### src/rtl/msl_pkg.sv
// Shared constants, register indexes and divider types for the margin loss block.
package msl_pkg;

  localparam int MAX_CLASSES_DEF = 32;
  localparam int SCORE_BITS_DEF  = 16;

  localparam int LEN_W      = 6;
  localparam int MODE_W     = 2;
  localparam int ENTRY_W    = 7;
  localparam int ROW_LOSS_W = 22;
  localparam int MASK_W     = 32;
  localparam int TOTAL_W    = 40;
  localparam int FRAME_W    = 16;
  localparam int ACC_W      = 28;
  localparam int CFG_IDX_W  = 2;
  localparam int CFG_DATA_W = 8;

  localparam int ONE_Q8 = 256;

  localparam logic [CFG_IDX_W-1:0] REG_ROW_LENGTH  = 2'd0;
  localparam logic [CFG_IDX_W-1:0] REG_REDUCE_MODE = 2'd1;

  localparam logic [MODE_W-1:0] MODE_MEAN = 2'd1;

  localparam logic signed [ENTRY_W-1:0] ENTRY_END = -7'sd1;

  localparam int DIV_DVD_W = TOTAL_W;
  localparam int DIV_DVS_W = FRAME_W;

  typedef struct packed {
    logic                 start;
    logic [DIV_DVD_W-1:0] dividend;
    logic [DIV_DVS_W-1:0] divisor;
  } div_req_t;

  typedef struct packed {
    logic                 done;
    logic [DIV_DVD_W-1:0] quotient;
  } div_rsp_t;

endpackage

### src/rtl/msl_if.sv
// Handshake interfaces for the element, result and configuration channels.
interface msl_in_if #(parameter int SCORE_BITS = msl_pkg::SCORE_BITS_DEF);
  logic                                 valid;
  logic                                 ready;
  logic signed [SCORE_BITS-1:0]         score;
  logic signed [msl_pkg::ENTRY_W-1:0]   target_entry;
  logic                                 last_row;
  modport source (output valid, output score, output target_entry, output last_row,
                  input ready);
  modport sink (input valid, input score, input target_entry, input last_row,
                output ready);
endinterface

interface msl_out_if;
  logic                              valid;
  logic                              ready;
  logic [msl_pkg::ROW_LOSS_W-1:0]    row_loss;
  logic [msl_pkg::MASK_W-1:0]        target_mask;
  logic [msl_pkg::TOTAL_W-1:0]       batch_total;
  logic                              total_valid;
  logic                              target_error;
  modport source (output valid, output row_loss, output target_mask, output batch_total,
                  output total_valid, output target_error, input ready);
  modport sink (input valid, input row_loss, input target_mask, input batch_total,
                input total_valid, input target_error, output ready);
endinterface

interface msl_cfg_if;
  logic                              valid;
  logic                              ready;
  logic [msl_pkg::CFG_IDX_W-1:0]     index;
  logic [msl_pkg::CFG_DATA_W-1:0]    data;
  modport source (output valid, output index, output data, input ready);
  modport sink (input valid, input index, input data, output ready);
endinterface

### src/rtl/msl_cell.sv
// One element cell: holds a class score and a target entry; scores rotate through the ring.
module msl_cell #(
  parameter int SCORE_BITS = msl_pkg::SCORE_BITS_DEF
) (
  input  logic                                clk,
  input  logic                                load,
  input  logic signed [SCORE_BITS-1:0]        load_score,
  input  logic signed [msl_pkg::ENTRY_W-1:0]  load_entry,
  input  logic                                shift,
  input  logic signed [SCORE_BITS-1:0]        next_score,
  output logic signed [SCORE_BITS-1:0]        score_q,
  output logic signed [msl_pkg::ENTRY_W-1:0]  entry_q
);
  import msl_pkg::*;

  logic signed [SCORE_BITS-1:0] score_r;
  logic signed [ENTRY_W-1:0]    entry_r;

  always_ff @(posedge clk) begin
    if (load) begin
      score_r <= load_score;
      entry_r <= load_entry;
    end else if (shift) begin
      score_r <= next_score;
    end
  end

  assign score_q = score_r;
  assign entry_q = entry_r;

endmodule

### src/rtl/msl_div.sv
// Restoring divider, one quotient bit per cycle.
module msl_div (
  input  logic              clk,
  input  logic              rst_n,
  input  msl_pkg::div_req_t req,
  output msl_pkg::div_rsp_t rsp
);
  import msl_pkg::*;

  localparam int CNT_W = $clog2(DIV_DVD_W + 1);

  logic [CNT_W-1:0]     cnt_r;
  logic                 busy_r;
  logic                 done_r;
  logic [DIV_DVS_W:0]   rem_r;
  logic [DIV_DVD_W-1:0] quo_r;
  logic [DIV_DVS_W-1:0] dvs_r;
  logic [DIV_DVS_W:0]   rem_sh;
  logic                 fits;

  always_comb begin
    rem_sh = {rem_r[DIV_DVS_W-1:0], quo_r[DIV_DVD_W-1]};
    fits   = rem_sh >= {1'b0, dvs_r};
  end

  always_ff @(posedge clk) begin
    if (!rst_n) begin
      busy_r <= 1'b0;
      done_r <= 1'b0;
      cnt_r  <= '0;
    end else begin
      done_r <= 1'b0;
      if (req.start) begin
        busy_r <= 1'b1;
        cnt_r  <= CNT_W'(DIV_DVD_W);
        rem_r  <= '0;
        quo_r  <= req.dividend;
        dvs_r  <= req.divisor;
      end else if (busy_r) begin
        rem_r <= fits ? (rem_sh - {1'b0, dvs_r}) : rem_sh;
        quo_r <= {quo_r[DIV_DVD_W-2:0], fits};
        cnt_r <= cnt_r - CNT_W'(1);
        if (cnt_r == CNT_W'(1)) begin
          busy_r <= 1'b0;
          done_r <= 1'b1;
        end
      end
    end
  end

  assign rsp.done     = done_r;
  assign rsp.quotient = quo_r;

endmodule

### src/rtl/multilabel_margin_loss_unit.sv
// Top level of the multilabel margin loss block: element ring, hinge walker and divider.
//
// Usage: each input item on in_ch carries one element of a row (score, target
// entry, last_row). Items are taken one per cycle while in_ch.ready is high,
// until the active row length (row_length, clamped to 1..MAX_CLASSES) have
// arrived. The row is then scored: each listed target is selected and then the
// score ring rotates a full revolution past the hinge adder; a target entry at
// or above the row length is skipped. The row sum then goes through a
// bit-serial divider; in mean mode the last row of a batch adds a second pass
// that divides the batch total by the row count. One result item per row appears
// on out_ch and is held until taken; elements of the next row are taken
// meanwhile, but the item that would close that row waits while the previous
// result is still pending. cfg_ch writes are always taken. Reset (rst_n low,
// synchronous) empties the row and the batch sums and restores row_length 32
// and mean mode.
module multilabel_margin_loss_unit #(
  parameter int MAX_CLASSES = msl_pkg::MAX_CLASSES_DEF,
  parameter int SCORE_BITS  = msl_pkg::SCORE_BITS_DEF
) (
  input logic      clk,
  input logic      rst_n,
  msl_in_if.sink   in_ch,
  msl_out_if.source out_ch,
  msl_cfg_if.sink  cfg_ch
);
  import msl_pkg::*;

  localparam int IDX_W = (MAX_CLASSES > 1) ? $clog2(MAX_CLASSES) : 1;
  localparam int Z_W   = SCORE_BITS + 2;
  localparam int SUM_W = ((ACC_W > Z_W) ? ACC_W : Z_W) + 1;
  localparam logic [ACC_W-1:0]      ACC_MAX   = '1;
  localparam logic [ROW_LOSS_W-1:0] ROW_MAX   = '1;
  localparam logic [TOTAL_W-1:0]    TOTAL_MAX = '1;
  localparam logic [FRAME_W-1:0]    FRAME_MAX = '1;

  typedef enum logic [2:0] {S_LOAD, S_START, S_TSEL, S_PASS, S_DIVROW, S_DIVTOT} state_t;

  state_t                       state_r;
  logic [LEN_W-1:0]             row_len_r;
  logic [MODE_W-1:0]            mode_r;
  logic [LEN_W-1:0]             count_r;
  logic                         ended_r;
  logic [MAX_CLASSES-1:0]       mask_r;
  logic                         last_r;
  logic                         err_r;
  logic [LEN_W-1:0]             t_r;
  logic [IDX_W-1:0]             d_r;
  logic signed [SCORE_BITS-1:0] st_r;
  logic [ACC_W-1:0]             acc_r;
  logic [TOTAL_W-1:0]           bacc_r;
  logic [FRAME_W-1:0]           fc_r;
  div_req_t                     div_req_r;
  div_rsp_t                     div_rsp;

  logic                    out_valid_r;
  logic [ROW_LOSS_W-1:0]   out_row_loss_r;
  logic [MASK_W-1:0]       out_mask_r;
  logic [TOTAL_W-1:0]      out_total_r;
  logic                    out_tvalid_r;
  logic                    out_err_r;

  logic signed [SCORE_BITS-1:0] score_q [MAX_CLASSES];
  logic signed [ENTRY_W-1:0]    entry_q [MAX_CLASSES];

  logic [LEN_W-1:0]       len;
  logic [IDX_W-1:0]       pos;
  logic                   closing;
  logic                   in_accept;
  logic [MAX_CLASSES-1:0] mask_nxt;
  logic                   ended_nxt;
  logic                   err_comb;
  logic signed [ENTRY_W-1:0] tsel_entry;
  logic signed [Z_W-1:0]  z;
  logic [SUM_W-1:0]       acc_sum;
  logic [ACC_W-1:0]       acc_nxt;
  logic                   hinge_en;
  logic [ROW_LOSS_W-1:0]  row_loss;
  logic [TOTAL_W:0]       bsum;
  logic [TOTAL_W-1:0]     bacc_nxt;
  logic [FRAME_W-1:0]     fc_nxt;
  logic [MASK_W-1:0]      mask_out;

  // Score ring: cell i takes its neighbor's score while the walker rotates it.
  for (genvar i = 0; i < MAX_CLASSES; i++) begin : g_cell
    localparam int NXT = (i + 1) % MAX_CLASSES;
    msl_cell #(.SCORE_BITS(SCORE_BITS)) u_cell (
      .clk        (clk),
      .load       (in_accept && (pos == IDX_W'(i))),
      .load_score (in_ch.score),
      .load_entry (in_ch.target_entry),
      .shift      (state_r == S_PASS),
      .next_score (score_q[NXT]),
      .score_q    (score_q[i]),
      .entry_q    (entry_q[i])
    );
  end

  msl_div u_div (
    .clk   (clk),
    .rst_n (rst_n),
    .req   (div_req_r),
    .rsp   (div_rsp)
  );

  always_comb begin
    if (row_len_r == '0) begin
      len = LEN_W'(1);
    end else if ({1'b0, row_len_r} > (LEN_W+1)'(MAX_CLASSES)) begin
      len = LEN_W'(MAX_CLASSES);
    end else begin
      len = row_len_r;
    end
    if ({1'b0, count_r} >= (LEN_W+1)'(MAX_CLASSES)) begin
      pos = IDX_W'(MAX_CLASSES - 1);
    end else begin
      pos = IDX_W'(count_r);
    end
    closing   = ({1'b0, count_r} + (LEN_W+1)'(1)) >= {1'b0, len};
    in_accept = in_ch.valid && in_ch.ready;

    mask_nxt  = mask_r;
    ended_nxt = ended_r;
    if (!ended_r) begin
      if (in_ch.target_entry[ENTRY_W-1]) begin
        ended_nxt = 1'b1;
      end else if (in_ch.target_entry < $signed({1'b0, len})) begin
        for (int i = 0; i < MAX_CLASSES; i++) begin
          if (in_ch.target_entry == ENTRY_W'(i)) mask_nxt[i] = 1'b1;
        end
      end
    end

    err_comb = 1'b0;
    for (int i = 0; i < MAX_CLASSES; i++) begin
      if ((LEN_W+1)'(i) < {1'b0, len}) begin
        if ((entry_q[i] < ENTRY_END) ||
            (!entry_q[i][ENTRY_W-1] && (entry_q[i] >= $signed({1'b0, len})))) begin
          err_comb = 1'b1;
        end
      end
    end

    tsel_entry = entry_q[t_r[IDX_W-1:0]];

    // Hinge term for the class now at the head of the ring.
    z        = $signed(Z_W'(ONE_Q8)) - Z_W'(st_r) + Z_W'(score_q[0]);
    hinge_en = ((LEN_W+1)'(d_r) < {1'b0, len}) && !mask_r[d_r] &&
               !z[Z_W-1] && (z != '0);
    acc_sum  = SUM_W'(acc_r) + SUM_W'($unsigned(z));
    if (!hinge_en) begin
      acc_nxt = acc_r;
    end else if (acc_sum > SUM_W'(ACC_MAX)) begin
      acc_nxt = ACC_MAX;
    end else begin
      acc_nxt = acc_sum[ACC_W-1:0];
    end

    if (div_rsp.quotient > DIV_DVD_W'(ROW_MAX)) begin
      row_loss = ROW_MAX;
    end else begin
      row_loss = div_rsp.quotient[ROW_LOSS_W-1:0];
    end
    bsum     = {1'b0, bacc_r} + (TOTAL_W+1)'(row_loss);
    bacc_nxt = bsum[TOTAL_W] ? TOTAL_MAX : bsum[TOTAL_W-1:0];
    fc_nxt   = (fc_r == FRAME_MAX) ? fc_r : fc_r + FRAME_W'(1);

    mask_out = '0;
    for (int i = 0; i < MASK_W; i++) begin
      if (i < MAX_CLASSES) mask_out[i] = mask_r[i];
    end
  end

  always_ff @(posedge clk) begin
    if (!rst_n) begin
      row_len_r <= LEN_W'(32);
      mode_r    <= MODE_MEAN;
    end else if (cfg_ch.valid) begin
      case (cfg_ch.index)
        REG_ROW_LENGTH:  row_len_r <= cfg_ch.data[LEN_W-1:0];
        REG_REDUCE_MODE: mode_r    <= cfg_ch.data[MODE_W-1:0];
        default: ;
      endcase
    end
  end

  always_ff @(posedge clk) begin
    if (!rst_n) begin
      state_r         <= S_LOAD;
      count_r         <= '0;
      ended_r         <= 1'b0;
      mask_r          <= '0;
      bacc_r          <= '0;
      fc_r            <= '0;
      out_valid_r     <= 1'b0;
      div_req_r.start <= 1'b0;
    end else begin
      div_req_r.start <= 1'b0;
      if (out_valid_r && out_ch.ready) out_valid_r <= 1'b0;
      case (state_r)
        S_LOAD: begin
          if (in_accept) begin
            mask_r  <= mask_nxt;
            ended_r <= ended_nxt;
            if (closing) begin
              count_r <= '0;
              last_r  <= in_ch.last_row;
              state_r <= S_START;
            end else begin
              count_r <= count_r + LEN_W'(1);
            end
          end
        end
        S_START: begin
          err_r   <= err_comb;
          acc_r   <= '0;
          t_r     <= '0;
          state_r <= S_TSEL;
        end
        S_TSEL: begin
          if ((t_r >= len) || tsel_entry[ENTRY_W-1]) begin
            div_req_r.start    <= 1'b1;
            div_req_r.dividend <= DIV_DVD_W'(acc_r);
            div_req_r.divisor  <= DIV_DVS_W'(len);
            state_r            <= S_DIVROW;
          end else if (tsel_entry >= $signed({1'b0, len})) begin
            t_r <= t_r + LEN_W'(1);
          end else begin
            st_r    <= score_q[tsel_entry[IDX_W-1:0]];
            d_r     <= '0;
            state_r <= S_PASS;
          end
        end
        S_PASS: begin
          acc_r <= acc_nxt;
          // A full revolution brings the ring back into index order.
          if (d_r == IDX_W'(MAX_CLASSES - 1)) begin
            t_r     <= t_r + LEN_W'(1);
            state_r <= S_TSEL;
          end else begin
            d_r <= d_r + IDX_W'(1);
          end
        end
        S_DIVROW: begin
          if (div_rsp.done) begin
            out_row_loss_r <= row_loss;
            out_mask_r     <= mask_out;
            out_tvalid_r   <= last_r;
            out_err_r      <= err_r;
            mask_r         <= '0;
            ended_r        <= 1'b0;
            if (last_r && (mode_r == MODE_MEAN)) begin
              bacc_r             <= bacc_nxt;
              fc_r               <= fc_nxt;
              div_req_r.start    <= 1'b1;
              div_req_r.dividend <= bacc_nxt;
              div_req_r.divisor  <= fc_nxt;
              state_r            <= S_DIVTOT;
            end else begin
              out_total_r <= last_r ? bacc_nxt : '0;
              out_valid_r <= 1'b1;
              bacc_r      <= last_r ? '0 : bacc_nxt;
              fc_r        <= last_r ? '0 : fc_nxt;
              state_r     <= S_LOAD;
            end
          end
        end
        S_DIVTOT: begin
          if (div_rsp.done) begin
            out_total_r <= div_rsp.quotient;
            out_valid_r <= 1'b1;
            bacc_r      <= '0;
            fc_r        <= '0;
            state_r     <= S_LOAD;
          end
        end
        default: state_r <= S_LOAD;
      endcase
    end
  end

  assign in_ch.ready         = (state_r == S_LOAD) && !(closing && out_valid_r);
  assign cfg_ch.ready        = 1'b1;
  assign out_ch.valid        = out_valid_r;
  assign out_ch.row_loss     = out_row_loss_r;
  assign out_ch.target_mask  = out_mask_r;
  assign out_ch.batch_total  = out_total_r;
  assign out_ch.total_valid  = out_tvalid_r;
  assign out_ch.target_error = out_err_r;

endmodule

### src/flat_wrapper.sv
// flat-port wrapper written by rule: the top's interface ports become plain ports
module multilabel_margin_loss_unit_flat import msl_pkg::*;
#(
  parameter int MAX_CLASSES = msl_pkg::MAX_CLASSES_DEF,
  parameter int SCORE_BITS  = msl_pkg::SCORE_BITS_DEF
)
  (clk, rst_n, in_ch_valid, in_ch_score, in_ch_target_entry, in_ch_last_row, in_ch_ready, out_ch_valid, out_ch_row_loss, out_ch_target_mask, out_ch_batch_total, out_ch_total_valid, out_ch_target_error, out_ch_ready, cfg_ch_valid, cfg_ch_index, cfg_ch_data, cfg_ch_ready);
  msl_in_if #(.SCORE_BITS(SCORE_BITS)) in_ch_i ();
  msl_out_if out_ch_i ();
  msl_cfg_if cfg_ch_i ();
  input logic clk;
  input logic rst_n;
  input wire logic [$bits(in_ch_i.valid)-1:0] in_ch_valid;
  input wire logic [$bits(in_ch_i.score)-1:0] in_ch_score;
  input wire logic [$bits(in_ch_i.target_entry)-1:0] in_ch_target_entry;
  input wire logic [$bits(in_ch_i.last_row)-1:0] in_ch_last_row;
  output wire logic [$bits(in_ch_i.ready)-1:0] in_ch_ready;
  output wire logic [$bits(out_ch_i.valid)-1:0] out_ch_valid;
  output wire logic [$bits(out_ch_i.row_loss)-1:0] out_ch_row_loss;
  output wire logic [$bits(out_ch_i.target_mask)-1:0] out_ch_target_mask;
  output wire logic [$bits(out_ch_i.batch_total)-1:0] out_ch_batch_total;
  output wire logic [$bits(out_ch_i.total_valid)-1:0] out_ch_total_valid;
  output wire logic [$bits(out_ch_i.target_error)-1:0] out_ch_target_error;
  input wire logic [$bits(out_ch_i.ready)-1:0] out_ch_ready;
  input wire logic [$bits(cfg_ch_i.valid)-1:0] cfg_ch_valid;
  input wire logic [$bits(cfg_ch_i.index)-1:0] cfg_ch_index;
  input wire logic [$bits(cfg_ch_i.data)-1:0] cfg_ch_data;
  output wire logic [$bits(cfg_ch_i.ready)-1:0] cfg_ch_ready;
  assign in_ch_i.valid = in_ch_valid;
  assign in_ch_i.score = in_ch_score;
  assign in_ch_i.target_entry = in_ch_target_entry;
  assign in_ch_i.last_row = in_ch_last_row;
  assign in_ch_ready = in_ch_i.ready;
  assign out_ch_valid = out_ch_i.valid;
  assign out_ch_row_loss = out_ch_i.row_loss;
  assign out_ch_target_mask = out_ch_i.target_mask;
  assign out_ch_batch_total = out_ch_i.batch_total;
  assign out_ch_total_valid = out_ch_i.total_valid;
  assign out_ch_target_error = out_ch_i.target_error;
  assign out_ch_i.ready = out_ch_ready;
  assign cfg_ch_i.valid = cfg_ch_valid;
  assign cfg_ch_i.index = cfg_ch_index;
  assign cfg_ch_i.data = cfg_ch_data;
  assign cfg_ch_ready = cfg_ch_i.ready;
  multilabel_margin_loss_unit #(.MAX_CLASSES(MAX_CLASSES), .SCORE_BITS(SCORE_BITS)) u_core (.clk(clk), .rst_n(rst_n), .in_ch(in_ch_i), .out_ch(out_ch_i), .cfg_ch(cfg_ch_i));
endmodule
### config.mk
export PLATFORM = sky130hd
export DESIGN_NAME = multilabel_margin_loss_unit_flat
export DESIGN_NICKNAME = d
export VERILOG_FILES = /design/src/rtl/msl_pkg.sv /design/src/rtl/msl_if.sv /design/src/rtl/msl_cell.sv /design/src/rtl/msl_div.sv /design/src/rtl/multilabel_margin_loss_unit.sv /design/src/flat_wrapper.sv
export SDC_FILE = /design/constraint.sdc
export NUM_CORES = 2
export LEC_CHECK = 0
export ABC_AREA = 1
export BUFFER_PORTS_ARGS = -buffer_cell sky130_fd_sc_hd__clkbuf_2
export CAP_MARGIN = 20
export CORE_MARGIN = 5
export CORE_UTILIZATION = 66
export CTS_BUF_LIST = sky130_fd_sc_hd__clkbuf_4 sky130_fd_sc_hd__clkbuf_8
export CTS_CLUSTER_SIZE = 10
export DETAILED_ROUTE_END_ITERATION = 7
export GPL_ROUTABILITY_DRIVEN = 0
export MAX_ROUTING_LAYER = met4
export PLACE_DENSITY_LB_ADDON = 0.2
export SLEW_MARGIN = 40
export SYNTH_ARGS = -nofsm -noshare
export SYNTH_HDL_FRONTEND = slang
export SYNTH_SLANG_ARGS = --single-unit
### constraint.sdc
create_clock -name clk -period 7.5 [get_ports clk]
set_input_delay 0.375 -clock clk [delete_from_list [all_inputs] [get_ports clk]]
set_output_delay 0.375 -clock clk [all_outputs]
set_load 0.005 [all_outputs]
# After elaboration in Yosys (flattened, before gate mapping)
# Index checks and enable logic that the tools add are counted.
# Widths: inputs -> output; s select.
[word_totals]
ff_bits = 1133
inputBits = 39
out_inout_bits = 99
wordCells = 848
[classes]
add_sub_neg = 11
n_lt_le_gt_ge = 109
eq_ne = 121
muxes = 240
bitwise = 6
reduce_logical = 236
[op_table]
columns = ["operator", "n"]
rows = [
  ["$mux 16", 73],
  ["$mux 40", 11],
  ["$ge 7x7->1", 33],
  ["$lt 7x1->1 const B", 32],
  ["$reduce_and 7->1", 32],
  ["$mux 57", 3],
  ["$mux 32", 5],
  ["$pmux 40 s2", 2],
  ["$pmux 57 s2", 1],
  ["$eq 7x6->1 const B", 16],
  ["$mux 1", 109],
  ["$lt 5x6->1 const A", 16],
  ["$eq 5x5->1 const B", 17],
  ["$bmux 16 s5", 1],
  ["$ne 2x1->1 const B", 40],
  ["$reduce_bool 2->1", 38],
  ["$logic_and 1x1->1", 72],
  ["$pmux 32 s2", 1],
  ["$eq 7x5->1 const B", 8],
  ["$mux 28", 2],
  ["$pmux 28 s2", 1],
  ["$lt 4x6->1 const A", 8],
  ["$mux 6", 8],
  ["$add 40x22->41", 1],
  ["66 further kinds", 193],
]

# Depth between registers and ports, before layout
[logic_depth]
ltp_word = 70
mapped_depth = 28

# By module
# From an unflattened synthesis, not the netlist that was laid out.
[unflattened]
hier_cells = 8125
hier_area_um2 = 67923.9
[by_module_without_submodules]
columns = ["mod", "n_inst", "cells_per_inst", "area_per_inst_um2", "seq_area_each_um2"]
rows = [
  ["multilabel_margin_loss_unit", 1, 5135, 33251.9, 8438.1],
  ["msl_cell", 32, 76, 940.9, 690.7],
  ["msl_div", 1, 558, 4563.1, 2322.2],
]

# Worst setup path before layout
# OpenSTA, ideal clock, no wires.
[synth_timing]
path_type = "reg2reg"
start = "register u_core.row_len_r[2]"
end = "register u_core.div_req_r[0] in the netlist's numbering (enable)"
setup_time_ns = 0.488
t_arrival_ns = 5.723
t_required_ns = 7.012
slack_ns = 1.288
path_stages_with_launch = 12
path_buffers = 1
path_cell_list = "dfxtp_1 nor2_1 nand3_1 a21oi_1 ha_1 nand2_1 nor3_1 nor2_1 nand3_2 nand2_2 buf_2 a21oi_1"
[synth_via]
elab_chain_len = 7
elab_cells_between_ends = 8
cone_classes = "order compare: 2; eq/ne: 1; mux: 2; reduce/logical: 3"
[synth_rtl]
columns = ["item", "line", "source"]
rows = [
  ["from (decl)", "multilabel_margin_loss_unit.sv:39", "logic [LEN_W-1:0] row_len_r;"],
  ["from (signal assigned)", "multilabel_margin_loss_unit.sv:179", "REG_ROW_LENGTH: row_len_r <= cfg_ch.data[LEN_W-1:0];"],
  ["$gt 6x6->1", "multilabel_margin_loss_unit.sv:108", "end else if ({1'b0, row_len_r} > (LEN_W+1)'(MAX_CLASSES)) begin"],
  ["$mux 6", "multilabel_margin_loss_unit.sv:108", ""],
  ["$mux 6 *", "multilabel_margin_loss_unit.sv:106", "if (row_len_r == '0) begin"],
  ["$ge 6x6->1 *", "multilabel_margin_loss_unit.sv:220", "if ((t_r >= len) || tsel_entry[ENTRY_W-1]) begin"],
  ["$logic_or 1x1->1 *", "multilabel_margin_loss_unit.sv:220", ""],
  ["$ne 2x1->1 (no source line) *", "-", ""],
  ["$reduce_and 5->1 (no source line) *", "-", ""],
  ["to (decl)", "multilabel_margin_loss_unit.sv:52", "div_req_t div_req_r;"],
]
# Every way passes the cells marked *; elsewhere a longest branch is shown, timed or not.
# A chain may end at the register's enable or synchronous reset.

# Worst setup path after layout
[layout_timing]
start = "register u_core.u_div.quo_r[35]"
end = "register u_core.out_total_r[20] (netlist: u_core.out_ch.batch_total[20]) (data pin)"
[layout_via]
elab_chain_len = 8
[layout_rtl]
columns = ["item", "line", "source"]
rows = [
  ["from (decl)", "msl_div.sv:16", "logic [DIV_DVD_W-1:0] quo_r;"],
  ["from (signal assigned)", "msl_div.sv:37", "quo_r <= req.dividend;"],
  ["from (signal assigned)", "msl_div.sv:41", "quo_r <= {quo_r[DIV_DVD_W-2:0], fits};"],
  ["$gt 40x22->1", "multilabel_margin_loss_unit.sv:158", "if (div_rsp.quotient > DIV_DVD_W'(ROW_MAX)) begin"],
  ["$mux 22", "multilabel_margin_loss_unit.sv:158", ""],
  ["net u_core.row_loss[0]", "multilabel_margin_loss_unit.sv:77", "logic [ROW_LOSS_W-1:0] row_loss;"],
  ["$add 40x22->41", "multilabel_margin_loss_unit.sv:163", "bsum = {1'b0, bacc_r} + (TOTAL_W+1)'(row_loss);"],
  ["$mux 40", "multilabel_margin_loss_unit.sv:164", "bacc_nxt = bsum[TOTAL_W] ? TOTAL_MAX : bsum[TOTAL_W-1:0];"],
  ["$mux 40", "multilabel_margin_loss_unit.sv:259", "out_total_r <= last_r ? bacc_nxt : '0;"],
  ["$mux 40", "multilabel_margin_loss_unit.sv:251", "if (last_r && (mode_r == MODE_MEAN)) begin"],
  ["$mux 40", "multilabel_margin_loss_unit.sv:244", "if (div_rsp.done) begin"],
  ["$pmux 40 s2", "multilabel_margin_loss_unit.sv:199", "case (state_r)"],
  ["to (signal assigned)", "multilabel_margin_loss_unit.sv:259", ""],
  ["to (signal assigned)", "multilabel_margin_loss_unit.sv:269", "out_total_r <= div_rsp.quotient;"],
  ["to (decl)", "multilabel_margin_loss_unit.sv:58", "logic [TOTAL_W-1:0] out_total_r;"],
]
# The timed path passes the listed nets, and every way through them passes these cells. The select of a mux whose other input is x is not followed.

==> flow_metrics.tcl <==
set metrics [dict create \
    regToRegStartpoint "u_core.u_div.quo_r[35]$_DFFE_PP_" \
    cell_area_after_placement_sq_um 65400 \
    tns_ns 0 \
    grt_pass1_wl_mm 289 \
    r2r.worst_path.cells 18 \
    drt-initial-drc-count 7588 \
    grt_overflow_total 0 \
    slew_violations 0 \
    preCtsSetupSlack_ns 1.99 \
    cts_max_level 4 \
    seq_area_frac_synth_pct 50.9 \
    violations "design-rule violations" \
    worst-setup-path-type "register to register" \
    layout.nets 7882 \
    cp-start-kind "register" \
    design.portCount 138 \
    route.antenna.remaining_nets 0 \
    tritoncts "yes" \
    synth_enable_flop_cells 1017 \
    hold_class "input port to register" \
    worstSkewPairLatency_ns 0.91 \
    ys_ff_latch 1133 \
    drcViolationCount 2 \
    outcome "finished with violations" \
    number_of_global_route_vias_before_repair 52600 \
    floorplan.initialDensity_pct 66.7 \
    worst_setup_hold_path_clk_slew_ns 0.06 \
    final_layout_size_suffix_gt1_share_pct 8.08 \
    critPathArrivalTime_ns 6.16 \
    grt_util_all_layers_pct 36.3 \
    top_cell_type_s_share_of_synthesized_area_pct 47.3 \
    die_width_um 323 \
    clk_root_buf "sky130_fd_sc_hd__clkbuf_8" \
    area_of_the_die_sq_um 104000 \
    max_capacitance_violation_count 0 \
    placeableCoreArea_sq_um 96900 \
    synth-main-ff-cell "sky130_fd_sc_hd__edfxtp_1" \
    timing.final.setup_violations 0 \
    layout_setup_ws_ns 1.95 \
    vias 55700 \
    synth_area_per_cell_sq_um 8.59 \
    grt_antenna_before_repair 3 \
    ctsResizeCount 0 \
    synth_cell_types 64 \
    proportion_of_register_bits_with_asynchronous_set_or_reset_after_synthesis_pct 0 \
    placement.io_buffers 134 \
    place_hpwl_mm 120 \
    power.density_nw_per_um2 262 \
    reg2reg_to "u_core.out_ch.batch_total[20]$_DFFE_PP_" \
    number_of_vias_per_cell_after_detailed_routing 6.21 \
    maxClockFrequency_ghz 0.180 \
    critical_path_required_ns 8.11 \
    fin_area_sq_um 69500 \
    worstSetupStartpoint "u_core.u_div.quo_r[35]$_DFFE_PP_" \
    netlist_area_before_placement_sq_um 64600 \
    slew_at_the_pin_closest_to_its_max_slew_limit_ns 0.871 \
    synth.area.top_cells "sky130_fd_sc_hd__edfxtp_1 47%, sky130_fd_sc_hd__nand2_1 13%, sky130_fd_sc_hd__ha_1 6.1%" \
    final.setup_skew_ns 0.0553 \
    std_cell_rows 114 \
    cts_buffer_depth 3 \
    fp.dieH_um 323 \
    timing.final.crit_period_ns 5.55 \
    end_kind "register" \
    timing.critical_path.fanout_max 21 \
    syn_nets 7870 \
    number_of_standard_cells_after_synthesis 7512 \
    first_pass_iters 8 \
    final.period_utilization_pct 73.9 \
    synth_area_leader_cell "sky130_fd_sc_hd__edfxtp_1" \
    timing.critical_path.to "u_core.out_ch.batch_total[20]$_DFFE_PP_" \
    timing.slew.headroom_pct 41.8 \
    clock-sinks 1133 \
    worst_ir_drop_vdd_uv 188 \
    synthToLayoutAreaGrowth_pct 7.69 \
    finalWirelength_mm 187 \
    finalHoldViolCount 0 \
    grt_start_max_net_pins 173 \
    reg2reg_setup_slack_ns 1.95 \
    wl_per_cell_um 20.9 \
    p_leak_nw 30.1 \
    ys.warnings.count 0 \
    rsz0062_at_grt "no" \
    cts_inserted_buffers 186 \
]
[through the flow]
step                      utilization [%]  hold slack, ns  cells  power [mW]
after global placement               67.4           0.403   8587        12.3
after global routing                 71.8          0.0732   8964        19.0
after CTS                            71.7          0.0342   8959        18.1
final                                71.8          0.0940   8964        18.2
after detailed placement             67.5           0.405   8590        12.5
after floorplan                         -           0.400   7512        11.1
[critical path: stages, from the launching register on]
cell and delay (ns):
sky130_fd_sc_hd__edfxtp_1 0.38, sky130_fd_sc_hd__nor4_1 0.41, sky130_fd_sc_hd__nand4_1 0.29, sky130_fd_sc_hd__nor3_4 0.48, sky130_fd_sc_hd__nand2_1 0.15, sky130_fd_sc_hd__ha_1 0.26, sky130_fd_sc_hd__fa_1 0.42, sky130_fd_sc_hd__nand3_1 0.11
sky130_fd_sc_hd__nand2_1 0.16, sky130_fd_sc_hd__nand2_1 0.13, sky130_fd_sc_hd__nand2_1 0.14, sky130_fd_sc_hd__nand2_1 0.12, sky130_fd_sc_hd__nand3_2 0.18, sky130_fd_sc_hd__nand2_2 0.42, sky130_fd_sc_hd__clkinv_1 0.64, sky130_fd_sc_hd__buf_4 0.43
sky130_fd_sc_hd__or2_2 0.35, sky130_fd_sc_hd__nand2_1 0.08, sky130_fd_sc_hd__o21ai_0 0.11
[worst min path at each step]
stage                                             start                                            end  cells past startpoint
after floorplan                  u_core.err_r$_DFFE_PP_           u_core.out_ch.target_error$_DFFE_PP_                      0
after global routing              in_ch_target_entry[5]   u_core.g_cell[6].u_cell.entry_q[5]$_DFFE_PP_                      2
after CTS                               cfg_ch_index[0]               u_core.row_len_r[0]$_SDFFE_PN0P_                      4
final                             in_ch_target_entry[0]  u_core.g_cell[10].u_cell.entry_q[0]$_DFFE_PP_                      2
after detailed placement  u_core.div_req_r[2]$_DFFE_PP_                u_core.u_div.dvs_r[2]$_DFFE_PP_                      0
after global placement    u_core.div_req_r[6]$_DFFE_PP_                u_core.u_div.dvs_r[6]$_DFFE_PP_                      0
[registers in the layout, indices dropped and copies added, names as in the netlist, 16 cells and up]
register,cells
u_core.acc_r,28
u_core.u_div.rem_r,16
u_core.mask_out,32
u_core.g_cell.u_cell.score_q,512
u_core.div_req_r,57
u_core.out_ch.target_mask,32
u_core.bacc_r,40
u_core.out_ch.row_loss,22
u_core.st_r,16
u_core.out_ch.batch_total,40
u_core.g_cell.u_cell.entry_q,224
u_core.fc_r,16
u_core.u_div.quo_r,40
u_core.u_div.dvs_r,16
[layer usage]
metal | track usage [%] | vias up | wire length, um
met1 | 45.8 | 25800 | 70100
met4 | 18.4 | 0 | 11000
met5 | - | - | 0
met3 | 6.74 | 750 | 19800
met2 | 56.8 | 3575 | 86200
li1 | - | 25600 | -
[repair_timing]
item	in CTS	in global routing
hold buffers	21	0
endpoints found under the hold margin	23	0
buffers inserted	0	0
[synthesized netlist by cell type (90+ instances only)]
library cell / n
sky130_fd_sc_hd__nand3b_1: 90
sky130_fd_sc_hd__inv_1: 697
sky130_fd_sc_hd__edfxtp_1: 1017
sky130_fd_sc_hd__buf_2: 160
sky130_fd_sc_hd__nand3_1: 735
sky130_fd_sc_hd__dfxtp_1: 116
sky130_fd_sc_hd__o21ai_1: 352
sky130_fd_sc_hd__o21ai_0: 417
sky130_fd_sc_hd__a21oi_1: 365
sky130_fd_sc_hd__nor2_1: 313
sky130_fd_sc_hd__ha_1: 315
sky130_fd_sc_hd__clkbuf_1: 158
sky130_fd_sc_hd__nand2_1: 2243
[power by group]
part	switching [mW]	internal (mW)	leakage (nW)
Clock	2.61	3.03	2.04
Combinational	3.56	1.43	17.9
Sequential	0.238	7.35	10.1
[layout by cell type, fill, tap and decap left out, drive strengths merged, types with 12 or more instances in the layout]
cell type	netlist	layout
nand2	2268	2268
edfxtp	1017	1017
o21ai	769	769
nand3	741	741
inv	706	712
clkbuf	158	404
a21oi	366	366
nor2	321	321
ha	315	315
dfxtp	116	116
nand3b	90	90
nand4	78	78
buf	251	78
clkinv	5	66
xor2	51	51
nor3	49	49
o22ai	29	29
xnor2	25	25
dlygate4sd3	0	21
nor4	20	20
a31oi	20	20
o211ai	12	12
[logic make-up (layout without fill, tap and decap cells)]
group	after synthesis	after routing	share of synthesized area, %
AO/OA/AOI/OAI	1281	1281	10.5
AND/OR/NAND/NOR	3582	3582	23.7
XOR/XNOR	76	76	1.03
adder cells (fa/ha/maj)	319	319	6.23
flip-flops	1133	1133	50.9
other	1	5	0.00581
buffers and inverters	1120	1292	7.60
[area by class of cell]
class / count / area, sq um
diodes: 4 / 10.0
clock buffers: 270 / 3280
clock inverters: 78 / 554
fillers: 7285 / 27300
inverters: 711 / 2680
multi-input cells: 5259 / 27000
flip-flops and latches: 1133 / 32900
well taps: 1276 / 1600
repair buffers: 233 / 1550
Power figures use the tool's default switching activity.
